===== config.mk =====
export PLATFORM = sky130hd
export DESIGN_NAME = blob_frame_pair_selector
export DESIGN_NICKNAME = d
export VERILOG_FILES = /design/src/rtl/bfps_pkg.sv /design/src/rtl/blob_frame_pair_selector.sv /design/src/rtl/bfps_front.sv /design/src/rtl/bfps_queue.sv /design/src/rtl/bfps_rsp_queue.sv /design/src/rtl/bfps_back.sv
export SDC_FILE = /design/constraint.sdc
export NUM_CORES = 1
export LEC_CHECK = 0
export ABC_AREA = 0
export CAP_MARGIN = 0
export CORE_MARGIN = 2
export CORE_UTILIZATION = 40
export DETAILED_ROUTE_END_ITERATION = 10
export DONT_BUFFER_PORTS = 1
export GPL_ROUTABILITY_DRIVEN = 0
export GPL_TIMING_DRIVEN = 1
export PLACE_DENSITY = 0.59
export SETUP_SLACK_MARGIN = 0.3
export SYNTH_ARGS = -nofsm -noshare
export SYNTH_HDL_FRONTEND = slang
export SYNTH_HIERARCHICAL = 1
export SYNTH_SLANG_ARGS = --single-unit

===== constraint.sdc =====
create_clock -name clock -period 7.59 [get_ports clock]
set_input_delay 1.1385 -clock clock [delete_from_list [all_inputs] [get_ports clock]]
set_output_delay 1.1385 -clock clock [all_outputs]
set_load 0.01 [all_outputs]

===== src/rtl/bfps_pkg.sv =====
`default_nettype none

package bfps_pkg;

   localparam logic [7:0] SYNC_LOW       = 8'h55;
   localparam logic [7:0] SYNC_HIGH      = 8'hAA;
   localparam logic [7:0] TABLE_RESET    = 8'd228;

   // byte offsets inside a 14-byte record
   localparam logic [3:0] OFS_AFTER_SYNC = 4'd2;
   localparam logic [3:0] OFS_ID_LO      = 4'd4;
   localparam logic [3:0] OFS_ID_HI      = 4'd5;
   localparam logic [3:0] OFS_X_LO       = 4'd6;
   localparam logic [3:0] OFS_X_HI       = 4'd7;
   localparam logic [3:0] OFS_W_LO       = 4'd10;
   localparam logic [3:0] OFS_W_HI       = 4'd11;
   localparam logic [3:0] OFS_LAST       = 4'd13;

   localparam int Q_DEPTH   = 4;
   localparam int Q_PTR_W   = $clog2(Q_DEPTH);
   localparam int RSP_DEPTH = 2;
   localparam int RSP_PTR_W = $clog2(RSP_DEPTH);

   typedef struct packed {
      logic [7:0] data_byte;
      logic       last_byte;
   } req_type;

   typedef struct packed {
      logic [1:0] command;
      logic       id_out_of_range;
   } rsp_type;

   // an id reduced to what the decision needs: above 1, and its low bit
   typedef struct packed {
      logic over;
      logic lsb;
   } id_code_type;

   typedef struct packed {
      logic        is_record;
      logic        is_last;
      id_code_type id;
      logic [15:0] x;
      logic [15:0] width;
      logic [15:0] height;
   } rec_type;

   typedef struct packed {
      logic        enough;
      id_code_type largest_id;
      logic [15:0] largest_x;
      id_code_type second_id;
      logic [15:0] second_x;
   } snap_type;

endpackage

`default_nettype wire


===== src/rtl/blob_frame_pair_selector.sv =====
// Path: a result passes through the work queue, the s1 and s2 registers of the back end
//   and the result queue before it shows on rsp_data, and waits while the result queue is full.
// Throughput: one byte per cycle while req_full is low, with each byte parsed as it is
//   taken in the front end and one 16x16 multiply per record in the back end.
// Reset: synchronous, active high; clears parse state, both queues and the kept records,
//   and loads the command table with its default 228.
`default_nettype none

module blob_frame_pair_selector (
   input  wire logic              clock,
   input  wire logic              reset,
   // byte input, queue style
   input  wire logic              req_push,
   input  wire bfps_pkg::req_type  req_data,
   output logic                   req_full,
   // result output, queue style
   output logic                   rsp_empty,
   input  wire logic              rsp_pop,
   output bfps_pkg::rsp_type      rsp_data,
   // command table register
   input  wire logic              csr_we,
   input  wire logic [7:0]        csr_wdata
);
   import bfps_pkg::*;

   logic       [7:0] table_ff;
   logic             q_push, q_full, q_pop, q_empty;
   rec_type          q_push_data, q_data;
   logic             rsp_push, rsp_full;
   rsp_type          rsp_push_data;

   // command table: four 2-bit entries, entry 0 in the low bits
   always_ff @(posedge clock) begin
      if (reset) begin
         table_ff <= TABLE_RESET;
      end else if (csr_we) begin
         table_ff <= csr_wdata;
      end
   end

   // front end: sync search and record slicing; each completed record
   // and each frame end becomes one transfer into the work queue
   bfps_front u_front (
      .clock       (clock),
      .reset       (reset),
      .req_push    (req_push),
      .req_data    (req_data),
      .q_full      (q_full),
      .q_push      (q_push),
      .q_push_data (q_push_data)
   );

   // bytes are only taken while the work queue can absorb what they produce
   assign req_full = q_full;

   bfps_queue u_queue (
      .clock     (clock),
      .reset     (reset),
      .push      (q_push),
      .push_data (q_push_data),
      .full      (q_full),
      .pop       (q_pop),
      .pop_data  (q_data),
      .empty     (q_empty)
   );

   // back end: area multiply, top-two tracking, final decision
   bfps_back u_back (
      .clock         (clock),
      .reset         (reset),
      .q_empty       (q_empty),
      .q_data        (q_data),
      .q_pop         (q_pop),
      .command_table (table_ff),
      .rsp_full      (rsp_full),
      .rsp_push      (rsp_push),
      .rsp_push_data (rsp_push_data)
   );

   bfps_rsp_queue u_rsp_queue (
      .clock     (clock),
      .reset     (reset),
      .push      (rsp_push),
      .push_data (rsp_push_data),
      .full      (rsp_full),
      .pop       (rsp_pop),
      .pop_data  (rsp_data),
      .empty     (rsp_empty)
   );

`ifndef SYNTHESIS
   // front end never pushes into a full work queue
   a_q_no_overflow: assert property (@(posedge clock) disable iff (reset)
      !(q_push && q_full))
      else $error("work queue push while full");

   // back end never pushes a result into a full result queue
   a_rsp_no_overflow: assert property (@(posedge clock) disable iff (reset)
      !(rsp_push && rsp_full))
      else $error("result queue push while full");

   // an out-of-range id always falls back to table entry 0
   a_flag_entry0: assert property (@(posedge clock) disable iff (reset)
      (!rsp_empty && rsp_data.id_out_of_range) |-> (rsp_data.command == table_ff[1:0]))
      else $error("flagged result not from table entry 0");

   // a byte is only taken while the work queue has room
   a_no_accept_when_full: assert property (@(posedge clock) disable iff (reset)
      (req_push && req_full) |-> !q_push)
      else $error("byte taken while work queue full");
`endif

endmodule

`default_nettype wire


===== src/rtl/bfps_front.sv =====
`default_nettype none

module bfps_front (
   input  wire logic             clock,
   input  wire logic             reset,
   input  wire logic             req_push,
   input  wire bfps_pkg::req_type req_data,
   input  wire logic             q_full,
   output logic                  q_push,
   output bfps_pkg::rec_type     q_push_data
);
   import bfps_pkg::*;

   logic              sync_ff, sync_in;
   logic [7:0]        prev_ff, prev_in;
   logic [3:0]        ofs_ff, ofs_in;
   id_code_type       id_ff, id_in;
   logic [15:0]       x_ff, x_in;
   logic [15:0]       w_ff, w_in;
   logic              accept;
   logic              rec_done;
   logic [7:0]        b;

   assign accept = req_push && !q_full;
   assign b      = req_data.data_byte;

   always_comb begin
      sync_in  = sync_ff;
      prev_in  = prev_ff;
      ofs_in   = ofs_ff;
      id_in    = id_ff;
      x_in     = x_ff;
      w_in     = w_ff;
      rec_done = 1'b0;
      if (accept) begin
         if (!sync_ff) begin
            if (prev_ff == SYNC_LOW && b == SYNC_HIGH) begin
               sync_in = 1'b1;
               ofs_in  = OFS_AFTER_SYNC;
            end
         end else begin
            case (ofs_ff)
               OFS_ID_LO: begin
                  id_in.over = (b[7:1] != 7'd0);
                  id_in.lsb  = b[0];
               end
               OFS_ID_HI: id_in.over = id_ff.over || (b != 8'd0);
               OFS_X_LO:  x_in = {8'd0, b};
               OFS_X_HI:  x_in = {b, x_ff[7:0]};
               OFS_W_LO:  w_in = {8'd0, b};
               OFS_W_HI:  w_in = {b, w_ff[7:0]};
               OFS_LAST:  rec_done = 1'b1;
               default:   ;
            endcase
            if (ofs_ff >= OFS_LAST) begin
               ofs_in = 4'd0;
            end else begin
               ofs_in = ofs_ff + 4'd1;
            end
         end
         prev_in = b;
         // frame ends: start over with a fresh search
         if (req_data.last_byte) begin
            sync_in = 1'b0;
            prev_in = 8'd0;
            ofs_in  = 4'd0;
            id_in   = '0;
            x_in    = 16'd0;
            w_in    = 16'd0;
         end
      end
   end

   always_comb begin
      q_push_data.is_record = rec_done;
      q_push_data.is_last   = req_data.last_byte;
      q_push_data.id        = id_ff;
      q_push_data.x         = x_ff;
      q_push_data.width     = w_ff;
      q_push_data.height    = {b, prev_ff};
      q_push                = accept && (rec_done || req_data.last_byte);
   end

   always_ff @(posedge clock) begin
      if (reset) begin
         sync_ff <= 1'b0;
         prev_ff <= 8'd0;
         ofs_ff  <= 4'd0;
         id_ff   <= '0;
         x_ff    <= 16'd0;
         w_ff    <= 16'd0;
      end else begin
         sync_ff <= sync_in;
         prev_ff <= prev_in;
         ofs_ff  <= ofs_in;
         id_ff   <= id_in;
         x_ff    <= x_in;
         w_ff    <= w_in;
      end
   end

endmodule

`default_nettype wire


===== src/rtl/bfps_queue.sv =====
`default_nettype none

module bfps_queue (
   input  wire logic             clock,
   input  wire logic             reset,
   input  wire logic             push,
   input  wire bfps_pkg::rec_type push_data,
   output logic                  full,
   input  wire logic             pop,
   output bfps_pkg::rec_type     pop_data,
   output logic                  empty
);
   import bfps_pkg::*;

   rec_type            mem_ff [Q_DEPTH];
   logic [Q_PTR_W-1:0] wr_ptr_ff, rd_ptr_ff;
   logic [Q_PTR_W:0]   count_ff, count_in;
   logic               do_push, do_pop;

   assign full     = (count_ff == (Q_PTR_W+1)'(Q_DEPTH));
   assign empty    = (count_ff == '0);
   assign do_push  = push && !full;
   assign do_pop   = pop && !empty;
   assign pop_data = mem_ff[rd_ptr_ff];

   always_comb begin
      count_in = count_ff;
      if (do_push && !do_pop) begin
         count_in = count_ff + 1'b1;
      end else if (do_pop && !do_push) begin
         count_in = count_ff - 1'b1;
      end
   end

   always_ff @(posedge clock) begin
      if (do_push) begin
         mem_ff[wr_ptr_ff] <= push_data;
      end
   end

   always_ff @(posedge clock) begin
      if (reset) begin
         wr_ptr_ff <= '0;
         rd_ptr_ff <= '0;
         count_ff  <= '0;
      end else begin
         if (do_push) begin
            wr_ptr_ff <= wr_ptr_ff + 1'b1;
         end
         if (do_pop) begin
            rd_ptr_ff <= rd_ptr_ff + 1'b1;
         end
         count_ff <= count_in;
      end
   end

endmodule

`default_nettype wire


===== src/rtl/bfps_rsp_queue.sv =====
`default_nettype none

module bfps_rsp_queue (
   input  wire logic             clock,
   input  wire logic             reset,
   input  wire logic             push,
   input  wire bfps_pkg::rsp_type push_data,
   output logic                  full,
   input  wire logic             pop,
   output bfps_pkg::rsp_type     pop_data,
   output logic                  empty
);
   import bfps_pkg::*;

   rsp_type              mem_ff [RSP_DEPTH];
   logic [RSP_PTR_W-1:0] wr_ptr_ff, rd_ptr_ff;
   logic [RSP_PTR_W:0]   count_ff, count_in;
   logic                 do_push, do_pop;

   assign full     = (count_ff == (RSP_PTR_W+1)'(RSP_DEPTH));
   assign empty    = (count_ff == '0);
   assign do_push  = push && !full;
   assign do_pop   = pop && !empty;
   assign pop_data = mem_ff[rd_ptr_ff];

   always_comb begin
      count_in = count_ff;
      if (do_push && !do_pop) begin
         count_in = count_ff + 1'b1;
      end else if (do_pop && !do_push) begin
         count_in = count_ff - 1'b1;
      end
   end

   always_ff @(posedge clock) begin
      if (do_push) begin
         mem_ff[wr_ptr_ff] <= push_data;
      end
   end

   always_ff @(posedge clock) begin
      if (reset) begin
         wr_ptr_ff <= '0;
         rd_ptr_ff <= '0;
         count_ff  <= '0;
      end else begin
         if (do_push) begin
            wr_ptr_ff <= wr_ptr_ff + 1'b1;
         end
         if (do_pop) begin
            rd_ptr_ff <= rd_ptr_ff + 1'b1;
         end
         count_ff <= count_in;
      end
   end

endmodule

`default_nettype wire


===== src/rtl/bfps_back.sv =====
`default_nettype none

module bfps_back (
   input  wire logic              clock,
   input  wire logic              reset,
   input  wire logic              q_empty,
   input  wire bfps_pkg::rec_type  q_data,
   output logic                   q_pop,
   input  wire logic [7:0]        command_table,
   input  wire logic              rsp_full,
   output logic                   rsp_push,
   output bfps_pkg::rsp_type      rsp_push_data
);
   import bfps_pkg::*;

   typedef struct packed {
      logic        is_record;
      logic        is_last;
      id_code_type id;
      logic [15:0] x;
      logic [31:0] area;
   } area_type;

   logic        adv;
   logic        s1_valid_ff, s1_valid_in;
   area_type    s1_ff;
   logic        s2_valid_ff, s2_valid_in;
   snap_type    s2_ff, s2_in;

   logic [1:0]  count_ff, count_in;
   id_code_type lg_id_ff, lg_id_in, sc_id_ff, sc_id_in;
   logic [15:0] lg_x_ff, lg_x_in, sc_x_ff, sc_x_in;
   logic [31:0] lg_area_ff, lg_area_in, sc_area_ff, sc_area_in;

   id_code_type left_id, right_id;
   logic [1:0]  idx;
   logic        flag;

   // the whole back end holds while a decision waits on a full result queue
   assign adv         = !(s2_valid_ff && rsp_full);
   assign q_pop       = adv && !q_empty;
   assign s1_valid_in = adv ? q_pop : s1_valid_ff;

   always_ff @(posedge clock) begin
      if (q_pop) begin
         s1_ff.is_record <= q_data.is_record;
         s1_ff.is_last   <= q_data.is_last;
         s1_ff.id        <= q_data.id;
         s1_ff.x         <= q_data.x;
         s1_ff.area      <= {16'd0, q_data.width} * {16'd0, q_data.height};
      end
   end

   // top-two update, strict compares keep the earlier record on a tie
   always_comb begin
      count_in   = count_ff;
      lg_id_in   = lg_id_ff;
      lg_x_in    = lg_x_ff;
      lg_area_in = lg_area_ff;
      sc_id_in   = sc_id_ff;
      sc_x_in    = sc_x_ff;
      sc_area_in = sc_area_ff;
      if (s1_ff.is_record) begin
         if (s1_ff.area > lg_area_ff) begin
            sc_id_in   = lg_id_ff;
            sc_x_in    = lg_x_ff;
            sc_area_in = lg_area_ff;
            lg_id_in   = s1_ff.id;
            lg_x_in    = s1_ff.x;
            lg_area_in = s1_ff.area;
         end else if (s1_ff.area > sc_area_ff) begin
            sc_id_in   = s1_ff.id;
            sc_x_in    = s1_ff.x;
            sc_area_in = s1_ff.area;
         end
         if (!count_ff[1]) begin
            count_in = count_ff + 2'd1;
         end
      end
      s2_in.enough     = count_in[1];
      s2_in.largest_id = lg_id_in;
      s2_in.largest_x  = lg_x_in;
      s2_in.second_id  = sc_id_in;
      s2_in.second_x   = sc_x_in;
      s2_valid_in      = s1_valid_ff && s1_ff.is_last;
   end

   always_ff @(posedge clock) begin
      if (reset) begin
         s1_valid_ff <= 1'b0;
         s2_valid_ff <= 1'b0;
         count_ff    <= 2'd0;
         lg_id_ff    <= '0;
         lg_x_ff     <= 16'd0;
         lg_area_ff  <= 32'd0;
         sc_id_ff    <= '0;
         sc_x_ff     <= 16'd0;
         sc_area_ff  <= 32'd0;
      end else begin
         s1_valid_ff <= s1_valid_in;
         if (adv) begin
            s2_valid_ff <= s2_valid_in;
            if (s1_valid_ff) begin
               if (s1_ff.is_last) begin
                  count_ff   <= 2'd0;
                  lg_id_ff   <= '0;
                  lg_x_ff    <= 16'd0;
                  lg_area_ff <= 32'd0;
                  sc_id_ff   <= '0;
                  sc_x_ff    <= 16'd0;
                  sc_area_ff <= 32'd0;
               end else begin
                  count_ff   <= count_in;
                  lg_id_ff   <= lg_id_in;
                  lg_x_ff    <= lg_x_in;
                  lg_area_ff <= lg_area_in;
                  sc_id_ff   <= sc_id_in;
                  sc_x_ff    <= sc_x_in;
                  sc_area_ff <= sc_area_in;
               end
            end
         end
      end
   end

   always_ff @(posedge clock) begin
      if (adv && s2_valid_in) begin
         s2_ff <= s2_in;
      end
   end

   // decision: smaller x goes left, equal x keeps the larger on the left
   always_comb begin
      if (s2_ff.largest_x > s2_ff.second_x) begin
         left_id  = s2_ff.second_id;
         right_id = s2_ff.largest_id;
      end else begin
         left_id  = s2_ff.largest_id;
         right_id = s2_ff.second_id;
      end
      flag = s2_ff.enough && (left_id.over || right_id.over);
      idx  = (s2_ff.enough && !flag) ? {left_id.lsb, right_id.lsb} : 2'd0;
      rsp_push_data.command         = command_table[{idx, 1'b0} +: 2];
      rsp_push_data.id_out_of_range = flag;
      rsp_push                      = s2_valid_ff && !rsp_full;
   end

endmodule

`default_nettype wire

==> results of run 1 <==
[logic make-up (layout without fill, tap and decap cells)]
| family | after synthesis | in the layout | share of synthesized area [%] |
|---|---|---|---|
| AO/OA/AOI/OAI | 327 | 327 | 8.41 |
| XOR/XNOR | 35 | 35 | 1.05 |
| flip-flops | 476 | 476 | 43.1 |
| AND/OR/NAND/NOR | 669 | 669 | 12.4 |
| multiplexers | 129 | 131 | 6.75 |
| adder cells (fa/ha/maj) | 390 | 390 | 21.8 |
| buffers and inverters | 457 | 500 | 6.56 |
[layer usage]
layer  up-vias  track usage (%)
li1       8584                -
met1      9149             23.6
met2       402             30.2
met3        85             2.57
met4         0             4.26
met5         -                0
[area by class of cell]
class	instances	area, sq um
inverter	336	1260
timing repair buffer	64	586
clock inverter	25	283
clock buffer	75	1510
fill	6593	39600
sequential	476	12600
tap	950	1190
multi-input combinational	1552	14800
[final timing paths]
check / endpoint / slack [ns] / cells past startpoint / start
worst max-delay path: u_back/s1_ff[30]$_DFFE_PP_ / 0.46 / 24 / register
worst min-delay path: u_back/sc_area_ff[0]$_SDFFE_PP0P_ / 0.48 / 2 / u_back/sc_area_ff[0]$_SDFFE_PP0P_
worst max register to register: u_back/s1_ff[30]$_DFFE_PP_ / 0.46 / 24 / register
worst min register to register: u_back/sc_area_ff[0]$_SDFFE_PP0P_ / 0.48 / 2 / u_back/sc_area_ff[0]$_SDFFE_PP0P_
[tightest hold or removal path: stages, from the launching register on]
cell      delay [ns]
dfxtp_1         0.31
nand2b_1        0.07
mux2i_1         0.06
[sequential cells by signal (all words and copies together), names as in the netlist, 16 cells and up, named ones only]
signal,flops
u_queue/mem_ff,208
u_back/s1_ff,52
u_back/s2_ff,37
u_back/lg_area_ff,32
u_back/sc_area_ff,32
u_back/lg_x_ff,16
u_back/sc_x_ff,16
u_front/w_ff,16
u_front/x_ff,16
[Yosys cell counts (16+ instances only)]
cell      number  area [sq um]
a22oi_1       16           120
clkbuf_1      70           263
nor2b_1       24           150
dfxtp_1      173          3460
and2_1       160          1000
and3_1        22           138
edfxtp_1     303          9100
o31ai_1       34           255
nand3_1       22           110
a21o_1        29           218
mux4_2        52          1170
a22o_1        51           447
a21oi_1       63           315
inv_1        335          1260
ha_1         195          2440
o21ai_0       30           150
buf_2         25           125
a221o_1       38           380
nand4_1       17           106
nand2_1      193           724
or4_1         31           233
mux2_2        21           236
fa_1         195          3900
nand2b_1      44           275
xnor2_1       20           175
mux2i_1       56           561
nor2_1        95           357
[cell usage in the layout (no fill, tap or decap), types with 22 or more instances in the layout]
cell type	count
inv_1	335
edfxtp_1	303
ha_1	195
fa_1	194
nand2_1	193
dfxtp_1	171
and2_1	156
nor2_1	94
a21oi_1	59
buf_4	57
mux2i_1	56
clkbuf_16	56
mux4_2	52
a22o_1	51
nand2b_1	44
a221o_1	38
o31ai_1	34
or4_1	31
o21ai_0	30
a21o_1	29
nor2b_1	23
nand3_1	22
[what timing repair did]
action	CTS	global route
setup endpoints to repair	3	9
gates resized for setup	2	8
pin swaps	0	3
setup buffers	0	35
cloned	0	4
[through the flow]
| stage | std cells | hold slack (ns) | worst slack (ns) | area (sq um) |
|---|---|---|---|---|
| floorplan | 2483 | 0.452 | 0.731 | 29200 |
| global placement | 3339 | 0.466 | 0.237 | 30000 |
| detailed placement | 3339 | 0.475 | 0.188 | 30000 |
| CTS | 3439 | 0.484 | 0.259 | 31800 |
| global route | 3478 | 0.505 | 0.255 | 32200 |
| finish | 3478 | 0.481 | 0.465 | 32200 |
==> qor.csv, run 1 <==
metric,value,unit
status,completed,
m1WireLength,29700,um
clockRootBuffer,clkbuf_16,
start_util,40.6,%
synth_edf_count,303,
cp_slowest_cell,mux4_2,
avgSynthCellArea,11.7,sq um
core,71900,sq um
worstPathMaxFanout,16,
via_per_inst,5.24,
cp_num_buf_inv,6,
first_pass_iters,5,
rsz0062_at_grt,yes,
avgRoutedWirePerCell,19.0,um
final_hold_viol_count,0,
cp_slowest_stage_delay,0.67,ns
clk_pin_slew_worst_paths,0.06,ns
worst_pin_slew,1.06,ns
drv_slew,0,
layout-drive-gt1-share,10.8,%
gr-total-overflow,0,
first_global_vias,18800,
final_util,44.9,%
setup_viol,0,
clock_skew,0.0197,ns
maxCapViolations,0,
io_pins,27,
crit_top_cell,fa_1,
timing_worst_setup_path_type,register to register,
die_height,274,um
routed_wirelength,66200,um
die_area,75100,sq um
clockBufferDepth,3,
area_growth,10.6,%
portBuffers,0,
cts.sinks,476,
antenna_cells,0,
cp.arrival,7.47,ns
crit_family,adder cells,
fin_crit,7.13,ns
synth_cells,2483,
vias,18200,
ys.flop_type,edfxtp_1,
critical_path_required,7.93,ns
dr_wl_met2,32200,um
holdBufCountCts,0,
die_x,274,um
drc,0,
nNetsFinal,2895,
synth_fp_nets,2895,
first_iter_violations,1173,
cp-end-kind,register,
min_period_over_period,93.9,%
row_count,98,
highest_layer,met4,
place_hpwl,45500,um
met3WireLength,2920,um
path_cells,"buf_12, clkbuf_16, buf_12, mux4_2, nand2_1, fa_1, fa_1, inv_1, fa_1, fa_1, fa_1, inv_1, fa_1, inv_1, ha_1, a21o_1, a21o_1, a2111oi_4, o31ai_1, a22oi_1, a31oi_2, a21o_1, a21oi_1, xnor2_1",
grt_start_max_net_pins,110,
relSlewSlack,28.7,%
ys_ff_latch,476,
insertion_delay,0.61,ns
seq_area_frac_synth,43.1,%
track_usage,17.7,%
finalSetupTns,0,ns
cts_max_level,2,
cp-start-kind,register,
max_freq,140,MHz
grt_pass1_wl,105000,um
antenna_found_initial,0,
async_reset_ff_share,0,%
yosysWarnings,6,
syn_area,29200,sq um
cts_tree,built,
cts_buffers,53,
ant_nets,0,
hold_path.class,register to register,
synth_cell_types,85,
Power of run 1 is left out: the tool's default activity adds up to more than one toggle a clock period on the data nets, which glitch-free logic cannot reach.
==> inputs of run 2 (changes only) <==
--- a/config.mk
+++ b/config.mk
@@ -8,5 +8,4 @@
 export ABC_AREA = 0
 export CAP_MARGIN = 0
-export CORE_MARGIN = 2
 export CORE_UTILIZATION = 40
 export DETAILED_ROUTE_END_ITERATION = 10
==> constraint.sdc (replaced) <==
create_clock -name clock -period 7.59 [get_ports clock]
set_input_delay 1.1385 -clock clock [delete_from_list [all_inputs] [get_ports clock]]
set_output_delay 1.1385 -clock clock [all_outputs]
set_load 0.1 [all_outputs]
==> run 2 against run 1 <==
  * Count of clock-buffer cells in the layout decreased by 5
  * First-iteration DRC count shrank 5.4%
  * Setup slack better by 0.071 ns
  * Sequential share of layout area increased by 0.18 points
  * Critical path depth unchanged
  * Wire length is 2.6% lower
  * Fmax rose by 1.0%
==> qor.csv, run 2 (synthesis results as in run 1) <==
metric,value,unit,change
cp-start-kind,register,,
maxCapViolations,0,,unchanged
setup_viol,0,,unchanged
max_flop_register,u_queue/mem_ff,,
routed_wirelength,64500,um,-2.6%
fin_cells,3475,,-0.086%
place_hpwl,44700,um,-1.7%
cp-end-kind,register,,
critPathCapture,u_back/s1_ff[31]$_DFFE_PP_,,
antenna_found_initial,2,,+2
first_iter_violations,1110,,-5.4%
reg2reg_to,u_back/s1_ff[31]$_DFFE_PP_,,
min_period_over_period,92.9,%,-0.93 points
layout-drive-gt1-share,11.0,%,+0.17 points
start_util,40.6,%,unchanged
relSlewSlack,18.9,%,-9.8 points
io_pins,27,,unchanged
placed_cells,3345,,+0.18%
grt_pass1_wl,103000,um,-1.8%
area_growth,10.1,%,
final_common_cell,inv_1,,
gr-total-overflow,0,,unchanged
die_x,272,um,-0.73%
status,completed,,
final_hold_viol_count,0,,unchanged
drv_slew,0,,unchanged
core,71900,sq um,unchanged
insertion_delay,0.61,ns,about the same
holdBufCountCts,0,,unchanged
first_pass_iters,5,,unchanged
die_height,272,um,-0.73%
cts_tree,built,,
drc,0,,unchanged
avgRoutedWirePerCell,18.6,um,-2.6%
finalSetupTns,0,ns,unchanged
largest_reg_flops,208,,unchanged
fin_crit,7.05,ns,-0.0705 ns
cts_buffers,50,,-5.7%
portBuffers,0,,unchanged
fill_cells,6564,,-0.44%
layout_common_cells,"inv_1 (335), edfxtp_1 (303), fa_1 (195), ha_1 (195), nand2_1 (193)",,
top_regs,"u_queue/mem_ff: 208 flops, u_back/s1_ff: 52 flops, u_back/s2_ff: 37 flops",,
track_usage,17.6,%,-0.10 points
ant_nets,0,,unchanged
final_util,44.7,%,-0.20 points
cp.arrival,7.40,ns,-0.07 ns
via_per_inst,5.23,,-0.22%
clock_skew,0.0409,ns,+0.0213 ns
critical_path_required,7.93,ns,about the same
worstPathMaxFanout,10,,-6
nNetsFinal,2896,,+0.035%
clockBufferDepth,3,,unchanged
cts_max_level,2,,unchanged
hold_path.class,register to register,,
worst-r2r-setup-slack,0.54,ns,+0.07 ns
vias,18200,,-0.31%
first_global_vias,18600,,-1.2%
rsz0062_at_grt,yes,,
timing_worst_setup_path_type,register to register,,
max_freq,142,MHz,+1.0%
grt_start_max_net_pins,110,,unchanged
row_count,98,,unchanged
antenna_cells,0,,unchanged
clk_pin_slew_worst_paths,0.07,ns,about the same
die_area,74000,sq um,-1.5%
reg2regPathDepth,24,,unchanged
worst_pin_slew,1.21,ns,+0.143 ns
cts.sinks,476,,unchanged
clockRootBuffer,clkbuf_16,,
-- run 2: cell types whose count changed in the layout (fill, tap and decap cells not counted), sizes merged --
| cell | before | now |
|---|---|---|
| buf | 62 | 70 |
| clkbuf | 77 | 70 |
| bufinv | 5 | 3 |
| mux4 | 54 | 52 |
| clkinv | 16 | 15 |
| inv | 337 | 338 |
-- run 2: final cells by class --
type | instances | area, sq um | area share, %
multi-input combinational | 1550 | 14800 | 46.1
sequential | 476 | 12600 | 39.2
timing repair buffer | 70 | 576 | 1.79
inverter | 336 | 1260 | 3.93
tap | 950 | 1190 | 3.70
clock inverter | 23 | 251 | 0.784
clock buffer | 70 | 1460 | 4.54
-- run 2: routing by layer --
layer	up-vias	part of all wire [%]	global-route usage, %
met5	-	0	0
met4	0	1.8	4.33
met3	76	3.9	2.42
met2	331	48	29.6
met1	9173	46	23.8
li1	8584	-	-
-- run 2: how the worst min path moves through the flow --
stage / from / end / depth (start not counted)
finish: u_back/sc_area_ff[0]$_SDFFE_PP0P_ / u_back/sc_area_ff[0]$_SDFFE_PP0P_ / 2
global route: u_back/sc_x_ff[15]$_SDFFE_PP0P_ / u_back/sc_x_ff[15]$_SDFFE_PP0P_ / 1
CTS: u_back/sc_area_ff[0]$_SDFFE_PP0P_ / u_back/sc_area_ff[0]$_SDFFE_PP0P_ / 2
detailed placement: u_back/sc_area_ff[0]$_SDFFE_PP0P_ / u_back/sc_area_ff[0]$_SDFFE_PP0P_ / 2
global placement: u_rsp_queue/wr_ptr_ff$_SDFFE_PP0P_ / u_rsp_queue/wr_ptr_ff$_SDFFE_PP0P_ / 2
floorplan: u_rsp_queue/wr_ptr_ff$_SDFFE_PP0P_ / u_rsp_queue/wr_ptr_ff$_SDFFE_PP0P_ / 2
-- run 2: stage by stage --
| stage | hold WS (ns) | setup slack, ns | instance area, sq um |
|---|---|---|---|
| 2_1_floorplan | 0.452 | 0.731 | 29200 |
| 5_1_grt | 0.504 | 0.288 | 32100 |
| 3_5_place_dp | 0.475 | 0.108 | 30000 |
| 3_3_place_gp | 0.466 | 0.218 | 30000 |
| 4_1_cts | 0.486 | 0.304 | 31800 |
| 6_report | 0.482 | 0.535 | 32100 |
-- run 2: critical path, cell delays in order (launching register included) --
cell and delay (ns):
dfxtp_4 0.44, buf_4 0.14, mux4_2 0.62, buf_4 0.22
and2_1 0.15, fa_1 0.50, inv_1 0.05, fa_1 0.50
fa_1 0.52, inv_1 0.05, fa_1 0.47, fa_1 0.54
inv_1 0.05, fa_1 0.53, inv_1 0.04, ha_1 0.34
a21oi_1 0.26, a21oi_2 0.12, a211oi_2 0.26, a21bo_2 0.18
nand3_1 0.12, a211oi_2 0.29, or3b_2 0.19, nand3_1 0.06
nor3b_1 0.14
-- run 2: what timing repair did --
action | in CTS | in global routing
setup buffers | 0 | 37
setup endpoints to repair | 3 | 9
endpoints found under the hold margin | 0 | 0
resized for setup | 3 | 6
pin swaps | 0 | 1
Power of run 2 is left out for the same reason.
